--- src/rtl/core/rle_palette_pixel_expander_macros.svh ---
// assertion macros used by the expander back end
`ifndef RLE_PALETTE_PIXEL_EXPANDER_MACROS_SVH
`define RLE_PALETTE_PIXEL_EXPANDER_MACROS_SVH

// same-cycle implication, checked outside reset
`define RPE_ASSERT_NOW(lbl, ante, cons) \
    lbl: assert property (@(posedge i_clk) disable iff (!i_rst_n) (ante) |-> (cons)) \
        else $error("rpe same-cycle check failed");

// next-cycle implication, checked outside reset
`define RPE_ASSERT_NEXT(lbl, ante, cons) \
    lbl: assert property (@(posedge i_clk) disable iff (!i_rst_n) (ante) |=> (cons)) \
        else $error("rpe next-cycle check failed");

`endif

--- src/rtl/core/rpe_pkg.sv ---
// shared types and constants of the run-length palette expander
package rpe_pkg;

    localparam int PIX_W   = 16;
    localparam int LEN_W   = 8;
    localparam int IDX_W8  = 8;
    localparam int CNT_W   = 3;
    localparam int LEFT_W  = 9;
    localparam int GROUP   = 4;

    localparam logic REQ_RUN   = 1'b0;
    localparam logic REQ_WRITE = 1'b1;

    localparam int Q_DEPTH = 2;
    localparam int Q_PTR_W = 1;
    localparam int Q_CNT_W = 2;

    // one run ready for expansion: looked-up color and length minus one
    typedef struct packed {
        logic [PIX_W-1:0] color;
        logic [LEN_W-1:0] len_m1;
    } t_job;

    // queue status seen by both sides
    typedef struct packed {
        logic full;
        logic empty;
    } t_q_status;

endpackage

--- src/rtl/core/rpe_if.sv ---
// stream interfaces for input requests and output pixel groups
interface rpe_in_if;
    logic        valid;
    logic        ready;
    logic        req_type;
    logic [15:0] run_word;
    logic [7:0]  entry_index;
    logic [15:0] entry_color;

    modport source (output valid, output req_type, output run_word,
                    output entry_index, output entry_color, input ready);
    modport sink   (input valid, input req_type, input run_word,
                    input entry_index, input entry_color, output ready);
endinterface

interface rpe_out_if;
    logic        valid;
    logic        ready;
    logic [15:0] pixel_a;
    logic [15:0] pixel_b;
    logic [15:0] pixel_c;
    logic [15:0] pixel_d;
    logic [2:0]  valid_count;
    logic        run_last;

    modport source (output valid, output pixel_a, output pixel_b, output pixel_c,
                    output pixel_d, output valid_count, output run_last, input ready);
    modport sink   (input valid, input pixel_a, input pixel_b, input pixel_c,
                    input pixel_d, input valid_count, input run_last, output ready);
endinterface

--- src/rtl/core/rpe_front.sv ---
// request intake: palette writes and registered palette lookup for runs
module rpe_front
    import rpe_pkg::*;
#(
    parameter int PALETTE_ENTRIES = 256
) (
    input  logic       i_clk,
    input  logic       i_rst_n,
    rpe_in_if.sink     i_in,
    input  t_q_status  i_q_status,
    output logic       o_push,
    output t_job       o_job
);

    localparam int IDX_W = (PALETTE_ENTRIES > 1) ? $clog2(PALETTE_ENTRIES) : 1;

    logic [PIX_W-1:0] r_pal [PALETTE_ENTRIES];

    logic             r_lk_valid;
    logic             n_lk_valid;
    logic [PIX_W-1:0] r_rd_color;
    logic             r_oob;
    logic [LEN_W-1:0] r_len_m1;

    logic accept;
    logic acc_run;
    logic acc_write;
    logic wr_in_range;
    logic rd_in_range;

    assign i_in.ready = !r_lk_valid || !i_q_status.full;
    assign accept     = i_in.valid && i_in.ready;
    assign acc_run    = accept && (i_in.req_type == REQ_RUN);
    assign acc_write  = accept && (i_in.req_type == REQ_WRITE);

    assign wr_in_range = {1'b0, i_in.entry_index} < 9'(PALETTE_ENTRIES);
    assign rd_in_range = {1'b0, i_in.run_word[IDX_W8-1:0]} < 9'(PALETTE_ENTRIES);

    assign o_push = r_lk_valid && !i_q_status.full;
    assign o_job  = '{color: (r_oob ? '0 : r_rd_color), len_m1: r_len_m1};

    always_comb begin
        n_lk_valid = r_lk_valid;
        if (o_push) begin
            n_lk_valid = 1'b0;
        end
        if (acc_run) begin
            n_lk_valid = 1'b1;
        end
    end

    // palette store, written and read in the clock
    always_ff @(posedge i_clk) begin
        if (acc_write && wr_in_range) begin
            r_pal[i_in.entry_index[IDX_W-1:0]] <= i_in.entry_color;
        end
        if (acc_run) begin
            r_rd_color <= r_pal[i_in.run_word[IDX_W-1:0]];
            r_oob      <= !rd_in_range;
            r_len_m1   <= i_in.run_word[LEN_W+IDX_W8-1:IDX_W8];
        end
    end

    always_ff @(posedge i_clk) begin
        if (!i_rst_n) begin
            r_lk_valid <= 1'b0;
        end else begin
            r_lk_valid <= n_lk_valid;
        end
    end

endmodule

--- src/rtl/core/rpe_queue.sv ---
// short job queue between lookup and expansion
module rpe_queue
    import rpe_pkg::*;
(
    input  logic       i_clk,
    input  logic       i_rst_n,
    input  logic       i_push,
    input  t_job       i_job,
    input  logic       i_pop,
    output t_job       o_job,
    output t_q_status  o_status
);

    t_job               r_slot [Q_DEPTH];
    logic [Q_PTR_W-1:0] r_wr;
    logic [Q_PTR_W-1:0] r_rd;
    logic [Q_CNT_W-1:0] r_cnt;
    logic [Q_CNT_W-1:0] n_cnt;

    assign o_job           = r_slot[r_rd];
    assign o_status.full   = (r_cnt == Q_CNT_W'(Q_DEPTH));
    assign o_status.empty  = (r_cnt == '0);

    always_comb begin
        n_cnt = r_cnt;
        if (i_push && !i_pop) begin
            n_cnt = r_cnt + Q_CNT_W'(1);
        end else if (i_pop && !i_push) begin
            n_cnt = r_cnt - Q_CNT_W'(1);
        end
    end

    always_ff @(posedge i_clk) begin
        if (i_push) begin
            r_slot[r_wr] <= i_job;
        end
    end

    always_ff @(posedge i_clk) begin
        if (!i_rst_n) begin
            r_wr  <= '0;
            r_rd  <= '0;
            r_cnt <= '0;
        end else begin
            if (i_push) begin
                r_wr <= r_wr + Q_PTR_W'(1);
            end
            if (i_pop) begin
                r_rd <= r_rd + Q_PTR_W'(1);
            end
            r_cnt <= n_cnt;
        end
    end

endmodule

--- src/rtl/core/rpe_back.sv ---
// run expansion into groups of up to four pixels with registered output
`include "rle_palette_pixel_expander_macros.svh"

module rpe_back
    import rpe_pkg::*;
(
    input  logic       i_clk,
    input  logic       i_rst_n,
    input  t_job       i_job,
    input  t_q_status  i_q_status,
    output logic       o_pop,
    rpe_out_if.source  o_out
);

    logic              r_busy;
    logic              n_busy;
    logic [LEFT_W-1:0] r_left;
    logic [LEFT_W-1:0] n_left;
    logic [PIX_W-1:0]  r_color;
    logic              r_out_valid;
    logic              n_out_valid;
    logic [PIX_W-1:0]  r_pix [GROUP];
    logic [CNT_W-1:0]  r_cnt;
    logic              r_last;

    logic              emit;
    logic [CNT_W-1:0]  grp_cnt;
    logic [LEFT_W-1:0] grp_cnt_w;

    assign o_pop     = !r_busy && !i_q_status.empty;
    assign emit      = r_busy && (!r_out_valid || o_out.ready);
    assign grp_cnt   = (r_left > LEFT_W'(GROUP)) ? CNT_W'(GROUP) : r_left[CNT_W-1:0];
    assign grp_cnt_w = LEFT_W'(grp_cnt);

    assign o_out.valid       = r_out_valid;
    assign o_out.pixel_a     = r_pix[0];
    assign o_out.pixel_b     = r_pix[1];
    assign o_out.pixel_c     = r_pix[2];
    assign o_out.pixel_d     = r_pix[3];
    assign o_out.valid_count = r_cnt;
    assign o_out.run_last    = r_last;

    always_comb begin
        n_busy      = r_busy;
        n_left      = r_left;
        n_out_valid = r_out_valid;
        if (r_out_valid && o_out.ready) begin
            n_out_valid = 1'b0;
        end
        if (emit) begin
            n_out_valid = 1'b1;
            n_left      = r_left - grp_cnt_w;
            n_busy      = (r_left != grp_cnt_w);
        end
        if (o_pop) begin
            n_busy = 1'b1;
            n_left = LEFT_W'(i_job.len_m1) + LEFT_W'(1);
        end
    end

    // output payload, unused slots zero
    always_ff @(posedge i_clk) begin
        if (o_pop) begin
            r_color <= i_job.color;
        end
        if (emit) begin
            for (int j = 0; j < GROUP; j++) begin
                r_pix[j] <= (CNT_W'(j) < grp_cnt) ? r_color : '0;
            end
            r_cnt  <= grp_cnt;
            r_last <= (r_left == grp_cnt_w);
        end
    end

    always_ff @(posedge i_clk) begin
        if (!i_rst_n) begin
            r_busy      <= 1'b0;
            r_left      <= '0;
            r_out_valid <= 1'b0;
        end else begin
            r_busy      <= n_busy;
            r_left      <= n_left;
            r_out_valid <= n_out_valid;
        end
    end

    `RPE_ASSERT_NOW(a_busy_has_pixels, r_busy, r_left != '0)
    `RPE_ASSERT_NOW(a_short_group_is_last, r_out_valid && !r_last, r_cnt == CNT_W'(GROUP))
    `RPE_ASSERT_NEXT(a_pop_starts_run, o_pop, r_busy && r_left != '0)

endmodule

--- src/rtl/core/rle_palette_pixel_expander.sv ---
// top level of the run-length palette pixel expander
// a run word reaches the output through the lookup register, the job queue, the expander and the output register
// the expander counter gives one group per cycle while the receiver takes them; a run of n
//   pixels gives ceil(n/4) groups, up to 64, and the next job loads only once the run is done
// palette writes and run words share the input, which stalls only while a looked-up job waits on a full job queue
// reset clears the queue, lookup stage and expander; the palette store holds no reset value
module rle_palette_pixel_expander
    import rpe_pkg::*;
#(
    parameter int PALETTE_ENTRIES = 256
) (
    input  logic       i_clk,
    input  logic       i_rst_n,
    rpe_in_if.sink     i_in,
    rpe_out_if.source  o_out
);

    // front side: palette writes land at once, run words read the palette
    // in the same cycle they are accepted, so a write is seen by any later run
    t_job      front_job;
    logic      front_push;

    // queue between lookup and expansion
    t_job      q_job;
    t_q_status q_status;
    logic      back_pop;

    rpe_front #(
        .PALETTE_ENTRIES (PALETTE_ENTRIES)
    ) u_front (
        .i_clk      (i_clk),
        .i_rst_n    (i_rst_n),
        .i_in       (i_in),
        .i_q_status (q_status),
        .o_push     (front_push),
        .o_job      (front_job)
    );

    // two-entry queue lets intake keep going while a long run expands
    rpe_queue u_queue (
        .i_clk    (i_clk),
        .i_rst_n  (i_rst_n),
        .i_push   (front_push),
        .i_job    (front_job),
        .i_pop    (back_pop),
        .o_job    (q_job),
        .o_status (q_status)
    );

    // back side: counts down the run, up to four pixels per transaction,
    // output register parts it from the downstream stall
    rpe_back u_back (
        .i_clk      (i_clk),
        .i_rst_n    (i_rst_n),
        .i_job      (q_job),
        .i_q_status (q_status),
        .o_pop      (back_pop),
        .o_out      (o_out)
    );

endmodule

--- src/flat_wrapper.sv ---
// flat-port wrapper written by rule: the top's interface ports become plain ports
module rle_palette_pixel_expander_flat import rpe_pkg::*;
#(
    parameter int PALETTE_ENTRIES = 256
)
  (i_clk, i_rst_n, i_in_valid, i_in_req_type, i_in_run_word, i_in_entry_index, i_in_entry_color, i_in_ready, o_out_valid, o_out_pixel_a, o_out_pixel_b, o_out_pixel_c, o_out_pixel_d, o_out_valid_count, o_out_run_last, o_out_ready);
  rpe_in_if i_in_i ();
  rpe_out_if o_out_i ();
  input  logic i_clk;
  input  logic i_rst_n;
  input wire logic [$bits(i_in_i.valid)-1:0] i_in_valid;
  input wire logic [$bits(i_in_i.req_type)-1:0] i_in_req_type;
  input wire logic [$bits(i_in_i.run_word)-1:0] i_in_run_word;
  input wire logic [$bits(i_in_i.entry_index)-1:0] i_in_entry_index;
  input wire logic [$bits(i_in_i.entry_color)-1:0] i_in_entry_color;
  output wire logic [$bits(i_in_i.ready)-1:0] i_in_ready;
  output wire logic [$bits(o_out_i.valid)-1:0] o_out_valid;
  output wire logic [$bits(o_out_i.pixel_a)-1:0] o_out_pixel_a;
  output wire logic [$bits(o_out_i.pixel_b)-1:0] o_out_pixel_b;
  output wire logic [$bits(o_out_i.pixel_c)-1:0] o_out_pixel_c;
  output wire logic [$bits(o_out_i.pixel_d)-1:0] o_out_pixel_d;
  output wire logic [$bits(o_out_i.valid_count)-1:0] o_out_valid_count;
  output wire logic [$bits(o_out_i.run_last)-1:0] o_out_run_last;
  input wire logic [$bits(o_out_i.ready)-1:0] o_out_ready;
  assign i_in_i.valid = i_in_valid;
  assign i_in_i.req_type = i_in_req_type;
  assign i_in_i.run_word = i_in_run_word;
  assign i_in_i.entry_index = i_in_entry_index;
  assign i_in_i.entry_color = i_in_entry_color;
  assign i_in_ready = i_in_i.ready;
  assign o_out_valid = o_out_i.valid;
  assign o_out_pixel_a = o_out_i.pixel_a;
  assign o_out_pixel_b = o_out_i.pixel_b;
  assign o_out_pixel_c = o_out_i.pixel_c;
  assign o_out_pixel_d = o_out_i.pixel_d;
  assign o_out_valid_count = o_out_i.valid_count;
  assign o_out_run_last = o_out_i.run_last;
  assign o_out_i.ready = o_out_ready;
  rle_palette_pixel_expander #(.PALETTE_ENTRIES(PALETTE_ENTRIES)) u_core (.i_clk(i_clk), .i_rst_n(i_rst_n), .i_in(i_in_i), .o_out(o_out_i));
endmodule
--- config.mk ---
export PLATFORM = sky130hd
export DESIGN_NAME = rle_palette_pixel_expander_flat
export DESIGN_NICKNAME = d
export VERILOG_FILES = /design/src/rtl/core/rpe_pkg.sv /design/src/rtl/core/rpe_if.sv /design/src/rtl/core/rpe_front.sv /design/src/rtl/core/rpe_queue.sv /design/src/rtl/core/rpe_back.sv /design/src/rtl/core/rle_palette_pixel_expander.sv /design/src/flat_wrapper.sv
export VERILOG_INCLUDE_DIRS = /design/src /design/src/rtl/core
export SDC_FILE = /design/constraint.sdc
export NUM_CORES = 2
export LEC_CHECK = 0
export ABC_AREA = 1
export BUFFER_PORTS_ARGS = -buffer_cell sky130_fd_sc_hd__clkbuf_2
export CAP_MARGIN = 20
export CELL_PAD_IN_SITES_DETAIL_PLACEMENT = 1
export CELL_PAD_IN_SITES_GLOBAL_PLACEMENT = 2
export CORE_ASPECT_RATIO = 1.2
export CORE_MARGIN = 4
export CORE_UTILIZATION = 48
export CTS_CLUSTER_SIZE = 10
export DETAILED_ROUTE_END_ITERATION = 10
export PLACE_DENSITY_LB_ADDON = 0.1
export SLEW_MARGIN = 25
export SYNTH_ARGS = -nofsm -noshare
export SYNTH_HDL_FRONTEND = slang
export SYNTH_HIERARCHICAL = 1
export SYNTH_MEMORY_MAX_BITS = 65536
export SYNTH_SLANG_ARGS = --single-unit
export TNS_END_PERCENT = 10
--- constraint.sdc ---
create_clock -name i_clk -period 8.4 [get_ports i_clk]
set_clock_uncertainty 0.2 [all_clocks]
set_input_delay 1.26 -clock i_clk [delete_from_list [all_inputs] [get_ports i_clk]]
set_output_delay 1.26 -clock i_clk [all_outputs]
set_load 0.05 [all_outputs]
==> impl_metrics.json <==
{
  "run_status": "finished, final reports clean",
  "drv_slew": 0,
  "die_y_um": 663.5,
  "die_area_mm2": 0.3677,
  "rsz0062_at_grt": "false",
  "synth_top_area_cell": "edfxtp_1",
  "gr-total-overflow": 0,
  "hpwl_mm": 322.3,
  "synth_edf_count": 4252,
  "max_cap_viol_count": 0,
  "final_util": 0.5328,
  "worst-path-buf-inv": 3,
  "finalCriticalPeriod_ns": 4.957,
  "place_area_mm2": 0.1774,
  "critical_path_class": "primary input to flip-flop",
  "numCtsBuffers": 470,
  "place_ws_ns": 2.618,
  "fin_ws_ns": 3.443,
  "htree_levels": 5,
  "drc": 0,
  "globalplace.congestion": 0.8394,
  "track_usage": 0.3059,
  "clockRootBuffer": "clkbuf_16",
  "fmax_ghz": 0.2017,
  "cts_buffer_depth": 4,
  "drt_first_pass_iters": 7,
  "vias_per_cell": 6.139,
  "async_flop_share": 0,
  "cts_hold_buffers": 0,
  "insertion_delay_ns": 1.00,
  "clkTransAtPathRegs_ns": 0.06,
  "wl_mm": 574.5,
  "grt_pass1_wl_mm": 831.0,
  "grt_pass1_vias": 119600,
  "cts_tree": "yes",
  "cp_slowest_cell": "buf_4",
  "drive_above_1_share": 0.08061,
  "num-fill-cells": 35750,
  "relSlewSlack": 0.1547,
  "postSynthAreaPerCell_um2": 12.25,
  "cp_max_fo": 159,
  "initial_core_util": 0.4822,
  "ys_seq_elements": 4269,
  "mostFrequentLayoutCells": "edfxtp_1, nand2_1, nand3_1",
  "critPathArrivalTime_ns": 5.61,
  "cpMostUsedCell": "nand3_1",
  "holdPathStages": 0,
  "synthFlopType": "edfxtp_1",
  "avgRoutedWirePerCell_um": 30.37,
  "worstPathCellList": "buf_12 -> inv_16 -> buf_4 -> nand2_1 -> nand3_1 -> nand3_1 -> nand3_1 -> nand3_1 -> nand3_1 -> nand3_1 -> nand2_1 -> nand2_1 -> nand2_1",
  "cp-end-kind": "flip-flop",
  "synthToLayoutAreaGrowth_pct": 10.49,
  "cp-startpoint": "i_in_run_word[0]",
  "min_path_type": "flip-flop to flip-flop",
  "design_area_mm2": 0.1899,
  "total_leakage_power_nw": 66.20,
  "rr_worst_depth": 8,
  "antenna_found_initial": 22,
  "synth_cells": 14030,
  "hold_end": "u_core/u_queue/r_slot[1][5]$_DFFE_PP_",
  "r2r_slack_ns": 3.63,
  "reg2reg_to": "u_core/u_front/r_pal[11][1]$_DFFE_PP_",
  "vdd.ir_drop.worst_mv": 0.1839,
  "die_w_um": 554.3,
  "ys_seq_area_frac": 0.7449,
  "synth_area_leaders": "edfxtp_1, nand3_1, nand2_1",
  "min_from": "u_core/u_front/r_len_m1[5]$_DFFE_PP_",
  "numPortBuffers": 114,
  "hold_viol_final": 0,
  "num_vias": 116100,
  "synth_cell_types": 37,
  "postCtsSetupBuffers": 0,
  "r2r-start": "u_core/u_queue/r_cnt[0]$_SDFFE_PN0P_",
  "fin_setup_tns_ns": 0,
  "cp.required_ns": 9.06,
  "slowest_delay_ns": 0.77,
  "synth_top_area_frac": 0.7429,
  "worst_pin_slew_ns": 1.268,
  "cp_top_family": "simple AND/OR/NAND/NOR gates",
  "nNetsFinal": 14150,
  "layout_commonest_cell": "edfxtp_1",
  "row_count": 240,
  "timing.final.crit_share": 0.5901,
  "p_total_mw": 45.88,
  "cts_sinks": 4269,
  "postRouteAntennaNets": 0,
  "final-setup-viol-count": 0,
  "ios": 115,
  "syn-num-nets": 14080,
  "cellPowerDensity_mw_per_mm2": 241.6,
  "cts_resized": 0,
  "fp.coreArea_mm2": 0.3564,
  "syn-cell-area_mm2": 0.1719,
  "drtIter0Drc": 12860,
  "yosys_warnings": 6,
  "crit_path_start_kind": "primary input",
  "grt_max_degree": 197
}
## sequential cells by signal, summed over array words and instances, names as in the netlist, named ones only
signal / count
u_core/u_front/r_lk_valid: 1
u_core/u_back/r_pix: 64
u_core/u_back/o_out.run_last: 1
u_core/u_queue/r_slot: 48
u_core/u_front/r_len_m1: 8
u_core/u_queue/r_wr: 1
u_core/u_back/r_busy: 1
u_core/u_back/r_left: 9
u_core/u_back/r_color: 16
u_core/u_queue/r_rd: 1
u_core/u_back/o_out.valid_count: 3
u_core/u_back/o_out.valid: 1
u_core/u_queue/r_cnt: 2
u_core/u_front/r_pal: 4096
u_core/u_front/r_rd_color: 16
## area by class of cell
type | instances | area (µm²) | area share
Timing Repair Buffer | 542 | 4602 | 0.02423
Multi-Input combinational cell | 8734 | 38560 | 0.2030
Tap cell | 4719 | 5904 | 0.03109
Inverter | 86 | 377.9 | 0.001990
Antenna cell | 16 | 40.04 | 0.0002108
Clock inverter | 22 | 190.2 | 0.001001
Sequential cell | 4269 | 128000 | 0.6742
Clock buffer | 526 | 12210 | 0.06427
## worst max path at each step
stage / slack [ns] / to / depth (start not counted)
after floorplan: 4.57 / u_core/u_back/r_left[3]$_SDFFE_PN0P_ / 9
after global placement: 2.44 / u_core/u_front/r_pal[236][1]$_DFFE_PP_ / 5
after detailed placement: 2.62 / u_core/u_front/r_rd_color[4]$_DFFE_PP_ / 13
after CTS: 3.59 / u_core/u_front/r_pal[184][3]$_DFFE_PP_ / 6
after global routing: 3.51 / u_core/u_front/r_rd_color[4]$_DFFE_PP_ / 13
final: 3.44 / u_core/u_front/r_rd_color[4]$_DFFE_PP_ / 13
## cell families after synthesis
family | share of synthesized area
simple gates | 0.2194
flops | 0.7449
buf+inv | 0.03222
compound gates | 0.001223
mux | 0.002009
fa+ha+maj | 0.0002184
other cells | 0.00002182
xor+xnor | 0.00005097
## layer usage
layer / vias to the layer above / share of wire / global-route usage
met3: 969 / 0.072 / 0.04464
met4: 16 / 0.040 / 0.1107
met5: - / 0.00020 / 0
li1: 49930 / - / -
met2: 4565 / 0.48 / 0.5054
met1: 60650 / 0.40 / 0.4149
## synth_stat cells, types with 2 or more instances
cell	count
nand2_1	4257
buf_2	480
nor3_1	5
nor2_1	337
a31oi_1	4
clkbuf_1	139
mux2_2	4
nand4_1	9
buf_12	3
o31ai_1	2
o21ai_0	14
or2_2	2
inv_4	2
inv_1	75
dfxtp_1	17
buf_1	88
a21oi_1	11
nor2_2	4
edfxtp_1	4252
buf_6	35
mux2_4	20
buf_4	198
inv_2	8
ha_1	3
nand2_4	3
nand3_1	4047
nand2_2	4
## where the power goes
| group | total, mW | internal [mW] | switching (mW) |
|---|---|---|---|
| clock network | 17.8 | 10.0 | 7.80 |
| logic | 4.10 | 0.885 | 3.22 |
| registers | 23.9 | 23.8 | 0.130 |
| total | 45.9 | 34.7 | 11.1 |
## per-stage QoR
step           instances  hold slack, ns
2_1_floorplan      14030          0.2215
3_3_place_gp       18350          0.2365
3_5_place_dp       18350          0.2397
4_1_cts            18900          0.1743
5_1_grt            18900          0.2047
6_report           18910          0.2455
Power figures use the tool's default switching activity.
